File: config.mk
export PLATFORM = sky130hd
export DESIGN_NAME = u8s8dat_dot4
export DESIGN_NICKNAME = d
export VERILOG_FILES = /design/src/u8s8dat_pkg.sv /design/src/u8s8dat_dot4.sv
export SDC_FILE = /design/constraint.sdc
export NUM_CORES = 1
export LEC_CHECK = 0
export BUFFER_PORTS_ARGS = -buffer_cell sky130_fd_sc_hd__buf_2
export CAP_MARGIN = 20
export CORE_MARGIN = 10
export CORE_UTILIZATION = 59
export DETAILED_ROUTE_END_ITERATION = 6
export PLACE_DENSITY = 0.85
export RECOVER_POWER = 50
export SYNTH_ARGS = -nofsm -noshare
export SYNTH_HDL_FRONTEND = slang
export SYNTH_SLANG_ARGS = --single-unit
File: constraint.sdc
create_clock -name vclk -period 9.8
set_clock_uncertainty 0.05 [all_clocks]
set_input_delay 1.47 -clock vclk [all_inputs]
set_output_delay 1.47 -clock vclk [all_outputs]
set_load 0.05 [all_outputs]
File: src/u8s8dat_pkg.sv
// ----------------------------------------------------------------------------
// u8s8dat_pkg: shared constants for the u8 x s8 dot-accumulate tile
// Field widths, stream packing offsets and parameter defaults used by the
// dot-product unit and the tile core.
// ----------------------------------------------------------------------------
package u8s8dat_pkg;

  // Parameter defaults
  localparam int unsigned TileRowsDef = 8;
  localparam int unsigned LaneColsDef = 8;

  // Field widths
  localparam int unsigned RowW    = 3;
  localparam int unsigned ByteW   = 8;
  localparam int unsigned QuadW   = 4 * ByteW;
  localparam int unsigned MaxCols = 8;
  localparam int unsigned AccW    = 32;
  localparam int unsigned ProdW   = 2 * ByteW + 1;
  localparam int unsigned PairW   = ProdW + 1;
  localparam int unsigned HalfW   = 16;
  localparam int unsigned DotW    = HalfW + 1;

  // Stream packing
  localparam int unsigned InRawW   = RowW + QuadW + MaxCols * QuadW;
  localparam int unsigned InDataW  = ((InRawW + 7) / 8) * 8;
  localparam int unsigned InAOff   = RowW;
  localparam int unsigned InBOff   = RowW + QuadW;
  localparam int unsigned OutRawW  = RowW + MaxCols * AccW;
  localparam int unsigned OutDataW = ((OutRawW + 7) / 8) * 8;
  localparam int unsigned OutSOff  = RowW;

endpackage

File: src/u8s8dat_dot4.sv
// ----------------------------------------------------------------------------
// u8s8dat_dot4: four-deep u8 x s8 dot product with saturated pair sums
// Forms four products, saturates each pair sum to int16 and adds the two
// halves exactly into a 17-bit signed result.
// ----------------------------------------------------------------------------
module u8s8dat_dot4 (
  input  logic [u8s8dat_pkg::QuadW-1:0]       a_quad,  // four unsigned bytes, byte 0 lowest
  input  logic [u8s8dat_pkg::QuadW-1:0]       b_quad,  // four signed bytes, byte 0 lowest
  output logic signed [u8s8dat_pkg::DotW-1:0] dot
);
  import u8s8dat_pkg::*;

  logic signed [ProdW-1:0] prod [4];
  logic signed [PairW-1:0] pair0;
  logic signed [PairW-1:0] pair1;
  logic signed [HalfW-1:0] half0;
  logic signed [HalfW-1:0] half1;

  // Clamp a pair sum to the int16 range.
  function automatic logic signed [HalfW-1:0] sat16(input logic signed [PairW-1:0] v);
    logic signed [HalfW-1:0] r;
    if (v > $signed(PairW'(32767))) begin
      r = 16'sh7FFF;
    end else if (v < -$signed(PairW'(32768))) begin
      r = 16'sh8000;
    end else begin
      r = v[HalfW-1:0];
    end
    return r;
  endfunction

  // Byte products: the A byte is zero-extended so the multiply stays signed.
  always_comb begin
    for (int i = 0; i < 4; i++) begin
      prod[i] = $signed({1'b0, a_quad[ByteW*i +: ByteW]}) * $signed(b_quad[ByteW*i +: ByteW]);
    end
  end

  // Pair sums, saturation and the exact final add.
  always_comb begin
    pair0 = PairW'(prod[0]) + PairW'(prod[1]);
    pair1 = PairW'(prod[2]) + PairW'(prod[3]);
    half0 = sat16(pair0);
    half1 = sat16(pair1);
    dot   = DotW'(half0) + DotW'(half1);
  end

endmodule

==> results.sh <==
export IMPL_synth_cell_types=55
export IMPL_initial_core_util=0.600
export IMPL_io_buffers=81
export IMPL_finalNonFillerCells=1711
export IMPL_firstDrtPassIters=5
export IMPL_crit_slowest_cell="fa_1"
export IMPL_period_share=1.07
export IMPL_busiest_layer="met2"
export IMPL_netlist_instances=1198
export IMPL_vias_per_cell=5.88
export IMPL_mostFrequentLayoutCell="inv_1"
export IMPL_seq_cells=0
export IMPL_wl_per_cell_microns=19.9
export IMPL_setup_viol=13
export IMPL_finalCriticalPeriod_ns=10.46
export IMPL_rsz0062_at_grt="true"
export IMPL_io_pins=81
export IMPL_slew_headroom=0.605
export IMPL_violations="setup timing"
export IMPL_syn2layout_area_growth_pct=30.1
export IMPL_end_kind="primary output"
export IMPL_final_cell_mix="inv_1, buf_4, fa_1"
export IMPL_place_inst=1689
export IMPL_vias=10100
export IMPL_use_met2=0.484
export IMPL_multi_input_comb_area_sq_um=9810
export IMPL_hpwl_microns=26100
export IMPL_drive_gt1_frac=0.286
export IMPL_tightestPinTransition_ns=0.594
export IMPL_arrival_ns=8.94
export IMPL_die_area_sq_um=23100
export IMPL_rows=48
export IMPL_synth_seq_area_share=0
export IMPL_path_max_fanout=6
export IMPL_cpMostUsedCell="fa_1"
export IMPL_routed_wl_microns=34100
export IMPL_overflow=0
export IMPL_avgSynthCellArea_sq_um=8.60
export IMPL_synthesis_area_sq_um=10300
export IMPL_core_area_sq_um=17200
export IMPL_slew_violations=0
export IMPL_critical_path_class="in2out"
export IMPL_antenna_found_initial=0
export IMPL_ant_nets=0
export IMPL_fmax_mhz=95.6
export IMPL_holdWs_ns=4.14
export IMPL_place_ws_ns=-0.604
export IMPL_final_nets=1907
export IMPL_max_cap_violations=0
export IMPL_met3_usage=0.0440
export IMPL_drtIter0Drc=1024
export IMPL_synth_nets=1619
export IMPL_ys_warn_count=0
export IMPL_nClkBuffers=0
export IMPL_dieHeight_microns=152
export IMPL_seq_area_sq_um=0
export IMPL_groute_usage_overall=0.277
export IMPL_grt_start_max_net_pins=9
export IMPL_hp_class="in2out"
export IMPL_finalHoldViolCount=0
export IMPL_grt_pass1_wl_microns=53900
export IMPL_hold_end="dot[0]"
export IMPL_min_path_cells=7
export IMPL_die_w_microns=152
export IMPL_status="finished, violations left"
export IMPL_post_route_drc_count=0
export IMPL_grt_pass1_vias=10800
export IMPL_crit_required_ns=8.28
export IMPL_cp_slowest_stage_delay_ns=0.54
export IMPL_min_from="b_quad[0]"
export IMPL_fill_cells=952
export IMPL_grt_use_met1=0.334
export IMPL_setup_slack_ns=-0.659
export IMPL_worstSetupStartpointType="primary input"
export IMPL_routabilityCongestion=1.00
worst max-delay path: cells and delay by family:
kind	cells	cell delay, ns
buf+inv	10	1.03
fa+ha+maj	9	3.98
mux	1	0.13
xor+xnor	1	0.14
compound gates	10	1.82
simple gates	3	0.35
cells in the mapped netlist (all sizes together), types with 7 or more instances:
master / count / area (sq um)
a211oi: 8 / 60.1
a21o: 14 / 105
a21oi: 47 / 239
and2: 154 / 963
and3: 7 / 45.1
fa: 199 / 3980
ha: 158 / 1980
inv: 291 / 1090
nand2: 88 / 330
nand2b: 18 / 113
nand3: 13 / 65.1
nor2: 39 / 146
nor3: 11 / 65.1
o21a: 7 / 52.6
o21ai: 39 / 199
xnor2: 21 / 184
xor2: 17 / 149
worst max-delay path by stage:
stage                           from  endpoint  slack, ns
after floorplan            b_quad[4]   dot[16]      -0.10
after global placement     a_quad[5]   dot[14]      -0.51
after detailed placement   a_quad[5]   dot[14]      -0.60
after CTS                  a_quad[5]   dot[14]      -0.27
after global routing       a_quad[4]   dot[14]      -0.85
final                     b_quad[21]   dot[14]      -0.66
cell type report:
type | instances | area share
multi-input cells | 899 | 0.732
repair buffers | 294 | 0.165
inverters | 291 | 0.0815
well taps | 225 | 0.0210
diodes | 2 | 0.000373
through the flow:
step	utilization	instance area [sq um]	TNS [ns]
after detailed placement	0.736	12600	-4.26
after global placement	0.736	12600	-3.18
final	0.780	13400	-5.75
after floorplan	-	10600	-0.102
after CTS	0.770	13200	-1.37
after global routing	0.780	13400	-7.85
logic make-up after synthesis:
family          synth area share
fa+ha+maj                  0.579
buf+inv                    0.111
xor+xnor                  0.0323
compound gates            0.0975
simple gates               0.180
mux                     0.000972
layer usage:
layer | wire (microns) | part of all wire
met2 | 16500 | 0.48
met4 | 2050 | 0.060
met3 | 3050 | 0.090
met1 | 12500 | 0.37
met5 | 0 | 0
timing repair:
| action | CTS | global route |
|---|---|---|
| hold buffers | 0 | 0 |
| gates cloned | 0 | 0 |
| buffers inserted | 15 | 9 |
| setup endpoints to repair | 11 | 14 |
| resized for setup | 131 | 34 |
| pin swaps | 62 | 11 |
Power is not shown: default switching activity piles up to over one toggle a cycle in this logic, so the estimate is an artifact.
